**src/rtl/core/tbpl_pkg.sv**
```systemverilog
// ----------------------------------------------------------------------------
// tbpl_pkg
// Types, codes and helpers shared by the tree bitmap lookup engine.
// ----------------------------------------------------------------------------
package tbpl_pkg;

  localparam logic CMD_LOOKUP = 1'b0;
  localparam logic CMD_INSERT = 1'b1;

  localparam int ADDR_BITS   = 32;
  localparam int LEN_BITS    = 6;
  localparam int HOPW_BITS   = 8;
  localparam int PFX_BITS    = 15;
  localparam int CHILD_BITS  = 16;
  localparam int NODE_WORD   = PFX_BITS + CHILD_BITS;
  localparam logic [3:0] LEVEL_LAST = 4'd8;
  localparam logic [5:0] LEN_MAX    = 6'd32;

  // One classified command word as it travels from front to back.
  typedef struct packed {
    logic                 is_insert;
    logic [ADDR_BITS-1:0] address;
    logic [3:0]           levels;   // full nibbles to walk on insert
    logic [3:0]           pos_idx;  // internal bitmap bit on insert
    logic [HOPW_BITS-1:0] hop;
  } item_t;

  // Longest internal match of one node; returns {found, bit index}.
  function automatic logic [4:0] best_pos(input logic [PFX_BITS-1:0] pfx,
                                          input logic [3:0] nib,
                                          input logic last_level);
    logic [3:0] i3;
    logic [3:0] i2;
    logic [3:0] i1;
    begin
      i3 = 4'd7 + {1'b0, nib[3:1]};
      i2 = 4'd3 + {2'b00, nib[3:2]};
      i1 = 4'd1 + {3'b000, nib[3]};
      if (last_level) best_pos = pfx[0] ? 5'b1_0000 : 5'b0_0000;
      else if (pfx[i3]) best_pos = {1'b1, i3};
      else if (pfx[i2]) best_pos = {1'b1, i2};
      else if (pfx[i1]) best_pos = {1'b1, i1};
      else if (pfx[0]) best_pos = 5'b1_0000;
      else best_pos = 5'b0_0000;
    end
  endfunction

endpackage

```
**src/rtl/core/tbpl_queue.sv**
```systemverilog
// ----------------------------------------------------------------------------
// tbpl_queue
// Two-entry queue between the front and the table engine.
// ----------------------------------------------------------------------------
module tbpl_queue (
  input  logic             clk,
  input  logic             rst_n,
  input  logic             push,
  input  tbpl_pkg::item_t  push_item,
  output logic             full,
  input  logic             pop,
  output logic             not_empty,
  output tbpl_pkg::item_t  head
);
  import tbpl_pkg::*;

  item_t      slot_r [2];
  logic       wr_ptr_r, wr_ptr_nxt;
  logic       rd_ptr_r, rd_ptr_nxt;
  logic [1:0] count_r, count_nxt;

  assign full      = (count_r == 2'd2);
  assign not_empty = (count_r != 2'd0);
  assign head      = slot_r[rd_ptr_r];

  always_comb begin
    wr_ptr_nxt = wr_ptr_r ^ push;
    rd_ptr_nxt = rd_ptr_r ^ pop;
    count_nxt  = count_r + {1'b0, push} - {1'b0, pop};
  end

  always_ff @(posedge clk) begin
    if (!rst_n) begin
      wr_ptr_r <= 1'b0;
      rd_ptr_r <= 1'b0;
      count_r  <= 2'd0;
    end else begin
      wr_ptr_r <= wr_ptr_nxt;
      rd_ptr_r <= rd_ptr_nxt;
      count_r  <= count_nxt;
    end
  end

  always_ff @(posedge clk) begin
    if (push) slot_r[wr_ptr_r] <= push_item;
  end

endmodule

```
**config.mk**
```make
export PLATFORM = sky130hd
export DESIGN_NAME = tbpl_queue
export DESIGN_NICKNAME = d
export VERILOG_FILES = /design/src/rtl/core/tbpl_pkg.sv /design/src/rtl/core/tbpl_queue.sv
export SDC_FILE = /design/constraint.sdc
export NUM_CORES = 1
export LEC_CHECK = 0
export ABC_AREA = 1
export BUFFER_PORTS_ARGS = -buffer_cell sky130_fd_sc_hd__buf_2
export CAP_MARGIN = 20
export CELL_PAD_IN_SITES_DETAIL_PLACEMENT = 1
export CELL_PAD_IN_SITES_GLOBAL_PLACEMENT = 2
export CORE_MARGIN = 2
export CORE_UTILIZATION = 40
export DETAILED_ROUTE_END_ITERATION = 12
export HOLD_SLACK_MARGIN = 0.12
export PLACE_DENSITY = 0.85
export SLEW_MARGIN = 0
export SYNTH_ARGS = -nofsm -noshare
export SYNTH_HDL_FRONTEND = slang
export SYNTH_SLANG_ARGS = --single-unit
```
**constraint.sdc**
```tcl
create_clock -name clk -period 5.94 [get_ports clk]
set_input_delay 0 -clock clk [delete_from_list [all_inputs] [get_ports clk]]
set_output_delay 0 -clock clk [all_outputs]
set_load 0.03 [all_outputs]
```
# Word-level counts from Yosys, hierarchy flattened
# Memories as Yosys holds them, arrays and structs flattened. A register that Yosys moved wholly into a read port is not among the register bits.
# Cells that the tools add are included.
# classes
add_sub_neg	2
n_eq_ne	1
muxes	3
n_bitwise	2
n_reduce_logical	1
# ops
op	count
$mux W1	3
$add A2 B1 Y2	1
$eq A2 B2 Y1 const B	1
$reduce_bool A2 Y1	1
$sub A2 B1 Y2	1
$xor A1 B1 Y1	2
# totals
reg_bits	4
mem_bits_rw	98
elab_cells	13
n_memories	1
# memory_table
memory	words	word_bits	rd	rd_clocked_by_memory_dff	write_ports	line_no	rtl
slot_r	2	49	1	1	1	tbpl_queue.sv:17	item_t slot_r [2];

# Logic depth before layout (Yosys ltp)
# logic_depth
word_depth	2
depth_mapped	9

# Worst setup path after synthesis
# No wires, ideal clock.
# synth_timing
kind	reg2reg
start	register wr_ptr_r
end	memory slot_r[0][0] (netlist bit) (enable)
t_arrival_ns	1.551
setup_slack_ns	3.978
stages_incl_launch_ff	3
n_path_buf	0
period_less_slack_ns	1.962
cell_sequence	dfxtp_1 > inv_1 > ha_1
# synth_rtl
item	line_no	rtl
from (decl)	tbpl_queue.sv:18	logic wr_ptr_r, wr_ptr_nxt;
from (signal assigned)	tbpl_queue.sv:38	wr_ptr_r <= wr_ptr_nxt;
to (decl)	tbpl_queue.sv:17	
# No word-level cell before the write port.

==> impl_metrics.py <==
metrics = {
    "clocking": {
        "numCtsBuffers": 9,
        "clk_latency_ns": 0.36,
        "cts_setup_buffers": 0,
        "htree_levels": 3,
        "cts-root-buf": "clkbuf_8",
        "cts.sinks": 103,
        "cts_max_path_buffers": 2,
        "cts_tree": "done",
        "clkTransAtPathRegs_ns": 0.11,
    },
    "run_status": {
        "outcome": "complete, no violations",
    },
    "logic_synthesis": {
        "synthesis.area_sq_mm": 0.003814,
        "synth_seq_area_share": 0.7979,
        "synth_top_family_by_area": "multiplexers",
        "synthCells": 181,
        "synth_compound_area_frac": 0.001312,
        "ys_warn_count": 0,
        "synth-xor-area-share": 0.002297,
        "synth_mux_area_frac": 0.1545,
        "ys_ff_latch": 103,
        "synthAdderAreaFrac": 0.01312,
        "synth.avg_cell_area_sq_um": 21.07,
        "yosys.area_share.simple": 0.01115,
        "yosysUniqueCellTypes": 14,
        "syn-num-nets": 238,
    },
    "placed_design": {
        "pre_cts_ws_ns": 4.196,
        "gp_congestion": 0.6567,
        "io_buffers": 103,
        "placement.cell_area_sq_mm": 0.004471,
        "dp_hpwl_microns": 4713,
    },
    "worst_setup_path": {
        "cp_slowest_stage_delay_ns": 0.53,
        "r2r_setup_slack_ns": 4.24,
        "cp.required_ns": 5.94,
        "worstReg2RegStart": "wr_ptr_r",
        "arrival_ns": 1.97,
        "slowest_stage": "buf_4",
        "reg2reg_to": "slot_r[1][35]",
        "endpoint_kind": "primary output",
        "crit_chain": "buf_4, mux2_2, buf_2",
        "worst-setup-path-type": "reg -> out",
        "crit_fanout": 41,
        "reg2regPathDepth": 2,
        "worstSetupStartpointType": "flip-flop",
    },
    "pwr": {
        "vdd_ir_drop_max_mv": 0.1696,
        "pwr-share-seq": 0.532,
        "clkPwrFrac": 0.298,
        "power_frac_comb": 0.170,
        "p_leak_nw": 2.012,
        "internal_power_mw": 1.197,
        "swShare": 0.2572,
        "p_sw_mw": 0.4145,
        "cellPowerDensity_mw_per_mm2": 308.6,
    },
    "min_path": {
        "min_path_cells": 2,
        "hold_class": "in -> reg",
        "hold_path_end": "slot_r[0][32]",
        "hp-start": "push_item[32]",
    },
    "drt": {
        "drc": 0,
        "wirelength_microns": 7801,
        "num_vias": 2187,
        "ant_nets": 0,
        "first_iter_violations": 45,
        "viasPerCell": 4.556,
        "wire_per_inst_microns": 16.25,
        "drt_first_pass_iters": 3,
    },
    "timing": {
        "setup_viol": 0,
        "timing.setup.tns_ns": 0,
        "holdWs_ns": 0.3580,
        "setup_slack_ns": 3.967,
        "hold_viol_final": 0,
        "fmax_ghz": 0.5069,
        "drv_slew": 0,
        "maxSlewHeadroom": 0.5924,
        "skew_ns": 0.01321,
        "worstMarginPinSlew_ns": 0.6114,
        "timing.final.crit_period_ns": 1.973,
        "finalCritPeriodShare": 0.3321,
        "rsz0062_at_grt": "false",
    },
    "global_routing": {
        "grt_pass1_vias": 2476,
        "grt.overflow.total": 0,
        "grt_pass1_wl_microns": 12160,
        "globalRouteMet1Util": 0.1731,
        "track_usage": 0.1586,
        "grt_use_met3": 0.04555,
        "grt-busiest-layer": "met2",
        "grt_max_degree": 42,
        "met2_usage": 0.2991,
        "antenna_found_initial": 0,
    },
    "floorplan": {
        "coreArea_sq_mm": 0.009240,
        "die_y_microns": 101.6,
        "initial_core_util": 0.4127,
        "io_pins": 104,
        "dieWidth_microns": 101.6,
        "dieArea_sq_mm": 0.01033,
        "rows": 35,
    },
    "cells_and_area": {
        "antenna_cells": 0,
        "n_fill_cell": 869,
        "postLayoutCellArea_sq_mm": 0.005223,
        "syn2layout_area_growth_pct": 36.94,
        "final_layout_size_suffix_gt1_frac": 0.4929,
        "nets": 403,
    },
    "job": {
        "cap_violations": 0,
    },
}
[synthesized netlist by cell type (all sizes together)]
master | n | area (sq um)
mux2 | 49 | 589.3
a21oi | 1 | 5.000
buf | 5 | 48.79
inv | 7 | 26.28
nand2 | 5 | 18.77
nand3 | 1 | 5.000
edfxtp | 98 | 2943
xnor2 | 1 | 8.760
ha | 4 | 50.05
nor2 | 5 | 18.77
dfxtp | 5 | 100.1
[power by group through the flow]
stage	clock network, mW	registers (mW)	logic (mW)
2_1_floorplan	0	0.871	0.175
3_5_place_dp	0	0.875	0.248
5_1_grt	0.520	0.863	0.294
6_report	0.480	0.858	0.274
3_3_place_gp	0	0.872	0.243
4_1_cts	0.492	0.859	0.277
[layout by cell type, fill, tap and decap left out, types with 2 or more instances in the layout]
cell type      synthesis  routed
buf_2                  0     103
edfxtp_1              98      98
dlygate4sd3_1          0      53
mux2_2                39      39
mux2_4                10      10
clkbuf_8               0       9
inv_1                  7       7
nand2_1                5       5
nor2_1                 5       5
dfxtp_1                5       4
clkinvlp_4             0       3
buf_4                  3       3
ha_1                   4       2
ha_2                   0       2
bufinv_16              0       2
[cell type report]
type                            instances  area, sq um  share of cell area
Clock inverter                          6        93.84             0.01797
Inverter                                7        26.28            0.005031
Sequential cell                       103         3044              0.5829
Tap cell                              129        161.4             0.03091
Multi-Input combinational cell         66        700.7              0.1342
Timing Repair Buffer                  159         1069              0.2046
Clock buffer                           10        127.6             0.02444
[state kept, by name, summed over array words and instances, names as in the netlist, named ones only]
signal    cells
count_r       2
slot_r       98
wr_ptr_r      1
rd_ptr_r      1
[worst max path at each step]
stage,slack [ns],cells after the start,end
after floorplan,3.98,2,slot_r[0][0]
after global placement,4.24,2,slot_r[1][44]
after detailed placement,4.20,2,slot_r[1][44]
after CTS,3.91,3,head[0]
after global routing,3.85,3,head[0]
final,3.97,3,head[0]
[per-layer routing]
layer	vias up	share of wire
li1	1024	-
met1	1089	0.39
met3	7	0.047
met2	67	0.55
met4	0	0.0071
met5	-	0
[logic make-up after synthesis]
kind of cell / Yosys count
buffers and inverters: 12
muxes: 49
adders and majority gates: 4
DFF: 103
xor gates and xnor gates: 1
AOI/OAI and AO/OA: 1
and+or+nand+nor: 11
[timing repair]
action	in CTS	in global routing
resized for setup	0	0
hold buffers	53	0
endpoints found under the setup margin	0	0
hold endpoints to repair	103	0
[critical path: cells and delay by family (launching register included)]
family,cells,cell delay (ns)
flip-flops,1,0.45
multiplexers,1,0.42
buffers and inverters,2,0.71
[metrics by stage]
stage | instances | power [mW] | utilization
floorplan | 181 | 1.046 | -
global placement | 411 | 1.115 | 0.4838
detailed placement | 411 | 1.123 | 0.4838
CTS | 480 | 1.628 | 0.5652
global route | 480 | 1.676 | 0.5652
finish | 480 | 1.612 | 0.5652
(Power assumes the default switching activity.)
