**config.mk**
```make
export PLATFORM = sky130hd
export DESIGN_NAME = tbpl_front_flat
export DESIGN_NICKNAME = d
export VERILOG_FILES = /design/src/rtl/core/tbpl_pkg.sv /design/src/rtl/core/tbpl_ifs.sv /design/src/rtl/core/tbpl_front.sv /design/src/flat_wrapper.sv
export SDC_FILE = /design/constraint.sdc
export NUM_CORES = 1
export LEC_CHECK = 0
export BUFFER_PORTS_ARGS = -buffer_cell sky130_fd_sc_hd__buf_2
export CORE_UTILIZATION = 35
export DETAILED_ROUTE_END_ITERATION = 12
export GPL_TIMING_DRIVEN = 0
export PLACE_DENSITY = 0.91
export REMOVE_ABC_BUFFERS = 1
export SLEW_MARGIN = 20
export SYNTH_ARGS = -nofsm -noshare
export SYNTH_HDL_FRONTEND = slang
export SYNTH_SLANG_ARGS = --single-unit
```
**constraint.sdc**
```tcl
create_clock -name vclk -period 6.12
set_input_delay 1.224 -clock vclk [all_inputs]
set_output_delay 1.224 -clock vclk [all_outputs]
set_load 0.02 [all_outputs]
```
**src/rtl/core/tbpl_pkg.sv**
```systemverilog
// ----------------------------------------------------------------------------
// tbpl_pkg
// Types, codes and helpers shared by the tree bitmap lookup engine.
// ----------------------------------------------------------------------------
package tbpl_pkg;

  localparam logic CMD_LOOKUP = 1'b0;
  localparam logic CMD_INSERT = 1'b1;

  localparam int ADDR_BITS   = 32;
  localparam int LEN_BITS    = 6;
  localparam int HOPW_BITS   = 8;
  localparam int PFX_BITS    = 15;
  localparam int CHILD_BITS  = 16;
  localparam int NODE_WORD   = PFX_BITS + CHILD_BITS;
  localparam logic [3:0] LEVEL_LAST = 4'd8;
  localparam logic [5:0] LEN_MAX    = 6'd32;

  // One classified command word as it travels from front to back.
  typedef struct packed {
    logic                 is_insert;
    logic [ADDR_BITS-1:0] address;
    logic [3:0]           levels;   // full nibbles to walk on insert
    logic [3:0]           pos_idx;  // internal bitmap bit on insert
    logic [HOPW_BITS-1:0] hop;
  } item_t;

  // Longest internal match of one node; returns {found, bit index}.
  function automatic logic [4:0] best_pos(input logic [PFX_BITS-1:0] pfx,
                                          input logic [3:0] nib,
                                          input logic last_level);
    logic [3:0] i3;
    logic [3:0] i2;
    logic [3:0] i1;
    begin
      i3 = 4'd7 + {1'b0, nib[3:1]};
      i2 = 4'd3 + {2'b00, nib[3:2]};
      i1 = 4'd1 + {3'b000, nib[3]};
      if (last_level) best_pos = pfx[0] ? 5'b1_0000 : 5'b0_0000;
      else if (pfx[i3]) best_pos = {1'b1, i3};
      else if (pfx[i2]) best_pos = {1'b1, i2};
      else if (pfx[i1]) best_pos = {1'b1, i1};
      else if (pfx[0]) best_pos = 5'b1_0000;
      else best_pos = 5'b0_0000;
    end
  endfunction

endpackage

```
**src/rtl/core/tbpl_ifs.sv**
```systemverilog
// ----------------------------------------------------------------------------
// tbpl stream interfaces
// Valid/ready channels for command words and result words.
// ----------------------------------------------------------------------------
interface tbpl_in_if;
  import tbpl_pkg::*;
  logic                 valid;
  logic                 ready;
  logic                 command;
  logic [ADDR_BITS-1:0] address;
  logic [LEN_BITS-1:0]  prefix_length;
  logic [HOPW_BITS-1:0] hop_in;
  modport source (output valid, command, address, prefix_length, hop_in, input ready);
  modport sink   (input valid, command, address, prefix_length, hop_in, output ready);
endinterface


```
**src/rtl/core/tbpl_front.sv**
```systemverilog
// ----------------------------------------------------------------------------
// tbpl_front
// Accepts command words and works out prefix placement before queueing.
// ----------------------------------------------------------------------------
module tbpl_front (
  tbpl_in_if.sink          in_ch,
  input  logic             q_full,
  output logic             q_push,
  output tbpl_pkg::item_t  q_item
);
  import tbpl_pkg::*;

  logic [LEN_BITS-1:0] len_sat;
  logic [3:0]          nib;
  logic [1:0]          rest;

  assign in_ch.ready = !q_full;
  assign q_push      = in_ch.valid && !q_full;

  always_comb begin
    len_sat = (in_ch.prefix_length > LEN_MAX) ? LEN_MAX : in_ch.prefix_length;
    rest    = len_sat[1:0];
    // levels is below eight whenever rest is nonzero
    nib     = 4'(in_ch.address >> (5'd28 - {len_sat[4:2], 2'b00}));
    q_item.is_insert = (in_ch.command == CMD_INSERT);
    q_item.address   = in_ch.address;
    q_item.levels    = len_sat[5:2];
    q_item.hop       = in_ch.hop_in;
    case (rest)
      2'd0:    q_item.pos_idx = 4'd0;
      2'd1:    q_item.pos_idx = 4'd1 + {3'b000, nib[3]};
      2'd2:    q_item.pos_idx = 4'd3 + {2'b00, nib[3:2]};
      default: q_item.pos_idx = 4'd7 + {1'b0, nib[3:1]};
    endcase
  end

endmodule

```
**src/flat_wrapper.sv**
```systemverilog
// flat-port wrapper written by rule: the top's interface ports become plain ports
module tbpl_front_flat import tbpl_pkg::*;
  (q_full, q_push, q_item, in_ch_valid, in_ch_command, in_ch_address, in_ch_prefix_length, in_ch_hop_in, in_ch_ready);
  tbpl_in_if in_ch_i ();
  input  logic q_full;
  output logic q_push;
  output tbpl_pkg::item_t q_item;
  input wire logic [$bits(in_ch_i.valid)-1:0] in_ch_valid;
  input wire logic [$bits(in_ch_i.command)-1:0] in_ch_command;
  input wire logic [$bits(in_ch_i.address)-1:0] in_ch_address;
  input wire logic [$bits(in_ch_i.prefix_length)-1:0] in_ch_prefix_length;
  input wire logic [$bits(in_ch_i.hop_in)-1:0] in_ch_hop_in;
  output wire logic [$bits(in_ch_i.ready)-1:0] in_ch_ready;
  assign in_ch_i.valid = in_ch_valid;
  assign in_ch_i.command = in_ch_command;
  assign in_ch_i.address = in_ch_address;
  assign in_ch_i.prefix_length = in_ch_prefix_length;
  assign in_ch_i.hop_in = in_ch_hop_in;
  assign in_ch_ready = in_ch_i.ready;
  tbpl_front u_core (.in_ch(in_ch_i), .q_full(q_full), .q_push(q_push), .q_item(q_item));
endmodule
```
[After elaboration in Yosys (flattened, before gate mapping)]
Index checks and enable logic that the tools add are counted.
Cells by class
  add/sub/neg operators: 4
  $lt $le $gt $ge: 1
  eq/ne operators: 2
  shift operators: 1
  mux-type cells: 2
  reductions and logical operators: 3
Operators by type and width (number)
  $shr A32 B5 Y4: 1
  $pmux W4 S3: 1
  $gt A6 B6 Y1 const B: 1
  $mux W6: 1
  $sub A5 B5 Y5 const A: 1
  $add A3 B3 Y4 const A: 1
  $add A2 B2 Y3 const A: 1
  $add A1 B1 Y2 const A: 1
  $eq A2 B1 Y1 const B: 1
  $eq A2 B2 Y1 const B: 1
  $logic_not A2 Y1: 1
  $logic_and A1 B1 Y1: 1
  $logic_not A1 Y1: 1
Storage, ports and cells
  register bits: 0
  output and inout bits: 51

[Logic depth before layout (Yosys ltp)]
Gate-level depths: netlist of the first run.
  depth after elaboration: 6
  mapped depth: 8
  gate-level depth less buffers: 7

[Least setup slack after synthesis of the first run]
OpenSTA, ideal clock, no wires.
  path type: input-to-output
  from: input in_ch_prefix_length[5]
  to: output q_item[9] (netlist name)
  arrival time: 2.908 ns
  data required time: 4.896 ns
  path slack: 1.988 ns
  stages on the path: 8
  buffers on the path: 1
  cell sequence: clkbuf_1 > nor2b_1 > o21ai_0 > o22a_1 > inv_1 > ha_1 > mux2i_1 > o2bb2ai_1
RTL lines
  start, declared: line flat_wrapper.sv:11  | input wire logic [$bits(in_ch_i.prefix_length)-1:0] in_ch_prefix_length;
  end, declared: line flat_wrapper.sv:7  | output tbpl_pkg::item_t q_item;

==> results.json, run 1 <==
{
  "peakVddDrop_v": 0.0000401,
  "placeableCoreArea_sq_um": 1940,
  "slew-limit-headroom_pct": 75.6,
  "critical_path.max_stage_delay_ns": 0.24,
  "critical_path.n_buffers_inverters": 2,
  "cts_hold_repair.buffers": 0,
  "hold_path_end": "q_item[40]",
  "antenna_found_initial": 0,
  "wl_met1_um": 792,
  "vias": 716,
  "global_route_wire_length_before_repair_mm": 2.57,
  "diodes": 0,
  "power-per-cell-area_nw_per_um2": 93.2,
  "power_report.internal_total_uw": 29.8,
  "yosysMostFrequentCell": "sky130_fd_sc_hd__buf_4",
  "setup_total_negative_slack_ns": 0,
  "maximum_number_of_pins_on_one_net_before_global_route_repair": 15,
  "dr.first_iter.drc_count": 6,
  "p_leak_uw": 0.000434,
  "vias_per_cell": 4.90,
  "critPathTopFamily": "compound AO/OA/AOI/OAI gates",
  "io-pin-count": 100,
  "clock_buffer_count": 0,
  "setup-violations-final": 0,
  "synth_sequential_area_ratio_pct": 0,
  "wl_per_cell_um": 13.5,
  "power.share.combinational_pct": 100.0,
  "crit_start": "in_ch_prefix_length[5]",
  "gp_congestion": 0.713,
  "most_frequent_cell_on_the_critical_path": "sky130_fd_sc_hd__buf_2",
  "synth_area_sq_um": 721,
  "cp_cell_sequence": "buf_2 -> nand2b_1 -> o22a_1 -> o211ai_1 -> and2_1 -> ha_1 -> mux2i_1 -> o2bb2ai_1 -> buf_2",
  "sw_frac_of_total_pct": 57.9,
  "grt.total_usage_pct": 16.5,
  "nFlopsAndLatches": 0,
  "die-height_um": 47.4,
  "final_period_minus_worst_setup_slack_ns": 4.11,
  "fin_nets": 171,
  "share_of_post_route_cells_with_drive_strength_above_1_pct": 57.1,
  "cpMaxStageDelayCell": "sky130_fd_sc_hd__ha_1",
  "crit_share_post_route_pct": 67.1,
  "max_clock_freq_mhz": 244,
  "final_hold_viol_count": 0,
  "hold_slack_ns": 2.45,
  "worst-slew-pin-transition_ns": 0.366,
  "hold_path_depth": 0,
  "postCtsResizedCells": 0,
  "grt_setup_unrepaired": "false",
  "timing.max_cap.violations": 0,
  "synthDominantCellAreaShare_pct": 42.7,
  "worstSetupStartpointType": "primary input",
  "post_cts_buffers": 0,
  "crit_fanout": 13,
  "ant_nets": 0,
  "wl_met2_um": 754,
  "area_growth_from_synthesis_to_layout_pct": 5.38,
  "sw_pwr_uw": 41.0,
  "end_kind": "output port",
  "grt_pass1_vias": 577,
  "timing.hold.worst.class": "in -> out",
  "syn-instance-count": 98,
  "netlist_top_cells_count": "41 x sky130_fd_sc_hd__buf_4, 6 x sky130_fd_sc_hd__inv_1, 6 x sky130_fd_sc_hd__mux2i_1",
  "numPortBuffers": 66,
  "hpwlAfterDp_mm": 1.69,
  "grt-ovfl-total": 0,
  "yosysTopAreaCell": "sky130_fd_sc_hd__buf_4",
  "post_synth.cell_area_avg_sq_um": 7.35,
  "seqCellArea_sq_um": 0,
  "dr_wl_met3_um": 424,
  "ys.warnings.count": 0,
  "wirelength_mm": 1.97,
  "drc_errors": 0,
  "power_share_of_the_sequential_group_pct": 0,
  "worstSetupPathType": "in -> out",
  "timing.final.max_slew_violations": 0,
  "netlist-cell-type-count": 28,
  "synth.top_cells.by_area": "sky130_fd_sc_hd__buf_4 43%, sky130_fd_sc_hd__mux2i_1 8.3%, sky130_fd_sc_hd__nor2b_1 4.3%",
  "die_area_sq_um": 2240,
  "topRoutingLayerUsed": "met3",
  "first_pass_iters": 4,
  "fp-row-count": 16,
  "floorplan.die.width_um": 47.4,
  "outcome": "complete, no violations",
  "power.clock.fraction_pct": 0,
  "worst-endpoint-required_ns": 4.90,
  "hold_path.startpoint": "in_ch_address[24]",
  "initial_utilization_pct": 37.1,
  "crit_arrival_ns": 2.88
}
[power groups by stage]
stage                     registers [uW]  logic, uW  clock network, uW
final                                  0       70.8                  0
after CTS                              0       71.3                  0
after global placement                 0       70.0                  0
after floorplan                        0       29.1                  0
after detailed placement               0       71.0                  0
after global routing                   0       77.2                  0
[cells by family after synthesis]
kind of cell             after synthesis  synth area share (%)
adder cells (fa/ha/maj)                1                  1.74
multiplexers                           7                  11.5
XOR/XNOR                               2                  2.43
AO/OA/AOI/OAI                         19                  21.4
buffers and inverters                 51                  48.3
AND/OR/NAND/NOR                       18                  14.8
[worst max-delay path by stage]
stage | to | slack [ns] | depth (start not counted)
6_report | q_item[9] | 2.01 | 9
2_1_floorplan | q_item[9] | 2.20 | 7
3_3_place_gp | q_item[9] | 2.01 | 9
4_1_cts | q_item[9] | 1.99 | 9
3_5_place_dp | q_item[9] | 2.01 | 9
5_1_grt | q_item[9] | 1.85 | 9
[through the flow]
stage / cell area (sq um) / cells / utilization [%] / worst slack (ns) / total power (uW)
floorplan: 395 / 53 / - / 2.20 / 29.1
global placement: 759 / 146 / 39.1 / 2.01 / 70.0
detailed placement: 759 / 146 / 39.1 / 2.01 / 71.0
CTS: 759 / 146 / 39.1 / 1.99 / 71.3
global route: 759 / 146 / 39.1 / 1.85 / 77.2
finish: 759 / 146 / 39.1 / 2.01 / 70.8
[layout make-up]
type	instances	area (sq um)
fillers	223	1180
multi-input cells	47	373
repair buffers	66	330
well taps	27	33.8
inverters	6	22.5
[metal layers]
| layer | track usage (%) | vias to the layer above |
|---|---|---|
| li1 | - | 333 |
| met1 | 17.8 | 298 |
| met2 | 26.3 | 85 |
| met3 | 12.7 | 0 |
| met4 | 0 | 0 |
| met5 | 10.0 | - |
[cell usage in the layout (no fill, tap or decap)]
| cell type | n |
|---|---|
| sky130_fd_sc_hd__a211oi_1 | 1 |
| sky130_fd_sc_hd__a21boi_0 | 1 |
| sky130_fd_sc_hd__a21oi_1 | 3 |
| sky130_fd_sc_hd__a31oi_1 | 1 |
| sky130_fd_sc_hd__and2_1 | 1 |
| sky130_fd_sc_hd__buf_2 | 66 |
| sky130_fd_sc_hd__ha_1 | 1 |
| sky130_fd_sc_hd__inv_1 | 6 |
| sky130_fd_sc_hd__mux2i_1 | 6 |
| sky130_fd_sc_hd__mux4_2 | 1 |
| sky130_fd_sc_hd__nand2_1 | 3 |
| sky130_fd_sc_hd__nand2b_1 | 3 |
| sky130_fd_sc_hd__nand3_1 | 1 |
| sky130_fd_sc_hd__nand3b_1 | 3 |
| sky130_fd_sc_hd__nor2_1 | 1 |
| sky130_fd_sc_hd__nor2b_1 | 5 |
| sky130_fd_sc_hd__nor3b_1 | 1 |
| sky130_fd_sc_hd__o211a_1 | 1 |
| sky130_fd_sc_hd__o211ai_1 | 1 |
| sky130_fd_sc_hd__o21ai_0 | 3 |
| sky130_fd_sc_hd__o21bai_1 | 1 |
| sky130_fd_sc_hd__o22a_1 | 2 |
| sky130_fd_sc_hd__o22ai_1 | 1 |
| sky130_fd_sc_hd__o2bb2ai_1 | 3 |
| sky130_fd_sc_hd__o32ai_4 | 1 |
| sky130_fd_sc_hd__xnor2_1 | 2 |
Power figures use the tool's default switching activity.
==> run 2, diff against run 1 <==
- CORE_UTILIZATION: 35 -> 29
- PLACE_DENSITY: 0.91 -> 0.8
- clock period: 6.12 -> 3.5 ns (I/O delays scaled with it)
==> results.json, run 2 (synthesis gave the netlist of run 1 again) <==
{
  "worstSetupPathType": "in -> out",
  "postCtsResizedCells": 0,
  "nFlopsAndLatches": 0,
  "worst-endpoint-required_ns": 2.80,
  "vias": 691,
  "worstSetupStartpointType": "primary input",
  "cts_hold_repair.buffers": 0,
  "critical_path.max_stage_delay_ns": 0.23,
  "first_pass_iters": 4,
  "post_cts_buffers": 0,
  "globalRouteMet2Util_pct": 19.2,
  "gp_congestion": 0.796,
  "worst-slew-pin-transition_ns": 0.350,
  "timing.hold.worst.class": "in -> out",
  "initial_utilization_pct": 31.7,
  "top_usage_layer": "met2",
  "area_growth_from_synthesis_to_layout_pct": 5.56,
  "seqCellArea_sq_um": 0,
  "wirelength_mm": 1.78,
  "max_clock_freq_mhz": 325,
  "numPortBuffers": 66,
  "most_frequent_cell_on_the_critical_path": "sky130_fd_sc_hd__buf_2",
  "clock_buffer_count": 0,
  "grt_setup_unrepaired": "false",
  "global_route_wire_length_before_repair_mm": 2.53,
  "ant_nets": 0,
  "share_of_post_route_cells_with_drive_strength_above_1_pct": 57.1,
  "hold_slack_ns": 1.40,
  "dr.first_iter.drc_count": 5,
  "power-per-cell-area_nw_per_um2": 162,
  "met1_usage_pct": 13.0,
  "vias_per_cell": 4.70,
  "antenna_found_initial": 0,
  "grt-ovfl-total": 0,
  "grt_pass1_vias": 556,
  "final_hold_viol_count": 0,
  "die_area_sq_um": 2690,
  "crit_fanout": 13,
  "fp-row-count": 17,
  "layout_common_cells": "66 x sky130_fd_sc_hd__buf_2, 6 x sky130_fd_sc_hd__mux2i_1, 6 x sky130_fd_sc_hd__inv_1",
  "placeableCoreArea_sq_um": 2280,
  "grt.total_usage_pct": 12.5,
  "peakVddDrop_v": 0.0000579,
  "hpwlAfterDp_mm": 1.58,
  "setup_total_negative_slack_ns": 0,
  "fin_nets": 171,
  "setup-violations-final": 0,
  "maximum_number_of_pins_on_one_net_before_global_route_repair": 15,
  "crit_share_post_route_pct": 87.9,
  "timing.final.max_slew_violations": 0,
  "slew-limit-headroom_pct": 76.7,
  "io-pin-count": 100,
  "crit_arrival_ns": 2.38,
  "p_leak_uw": 0.000434,
  "end_kind": "output port",
  "gr-usage-met3_pct": 12.0,
  "die-height_um": 51.9,
  "cp_cell_sequence": "buf_2 -> nand2b_1 -> o22a_1 -> o211ai_1 -> and2_1 -> ha_1 -> mux2i_1 -> o2bb2ai_1 -> buf_2",
  "floorplan.die.width_um": 51.9,
  "timing.max_cap.violations": 0,
  "drc_errors": 0,
  "cpMaxStageDelayCell": "sky130_fd_sc_hd__ha_1",
  "diodes": 0,
  "outcome": "complete, no violations",
  "final_period_minus_worst_setup_slack_ns": 3.08,
  "layout.cells.most_common": "sky130_fd_sc_hd__buf_2",
  "wl_per_cell_um": 12.1
}
## run 2: worst max-delay path: cells and delay by family
family | cells | cell delay, ns
compound gates | 3 | 0.52
fa+ha+maj | 1 | 0.23
buf+inv | 2 | 0.36
mux | 1 | 0.15
simple gates | 2 | 0.40
## run 2: worst paths after layout
kind,startpoint,cells past startpoint,to
max,in_ch_prefix_length[5],9,q_item[9]
min,in_ch_hop_in[0],0,q_item[0]
## run 2: power breakdown
part           total (uW)  internal [uW]  switching (uW)  leakage, uW
clock                   0              0               0            0
sequential              0              0               0            0
combinational         123           52.0            71.5     0.000434
total                 123           52.0            71.5     0.000434
## run 2: routing by layer
metal,share of wire (%),vias to the layer above
met5,0,-
met4,0,0
met3,24,0
met2,39,69
met1,37,289
li1,-,333
## run 2: layout make-up
class | instances | area, sq um
fillers | 273 | 1520
multi-input cells | 47 | 373
repair buffers | 66 | 330
well taps | 28 | 35.0
inverters | 6 | 22.5
## run 2: through the flow
stage          power (uW)  cells  util (%)  cell area [sq um]  setup slack, ns
2_1_floorplan        50.9     53         -                395            0.623
3_3_place_gp          124    147      33.4                761            0.437
3_5_place_dp          124    147      33.4                761            0.413
4_1_cts               125    147      33.4                761            0.399
5_1_grt               134    147      33.4                761            0.249
6_report              124    147      33.4                761            0.424
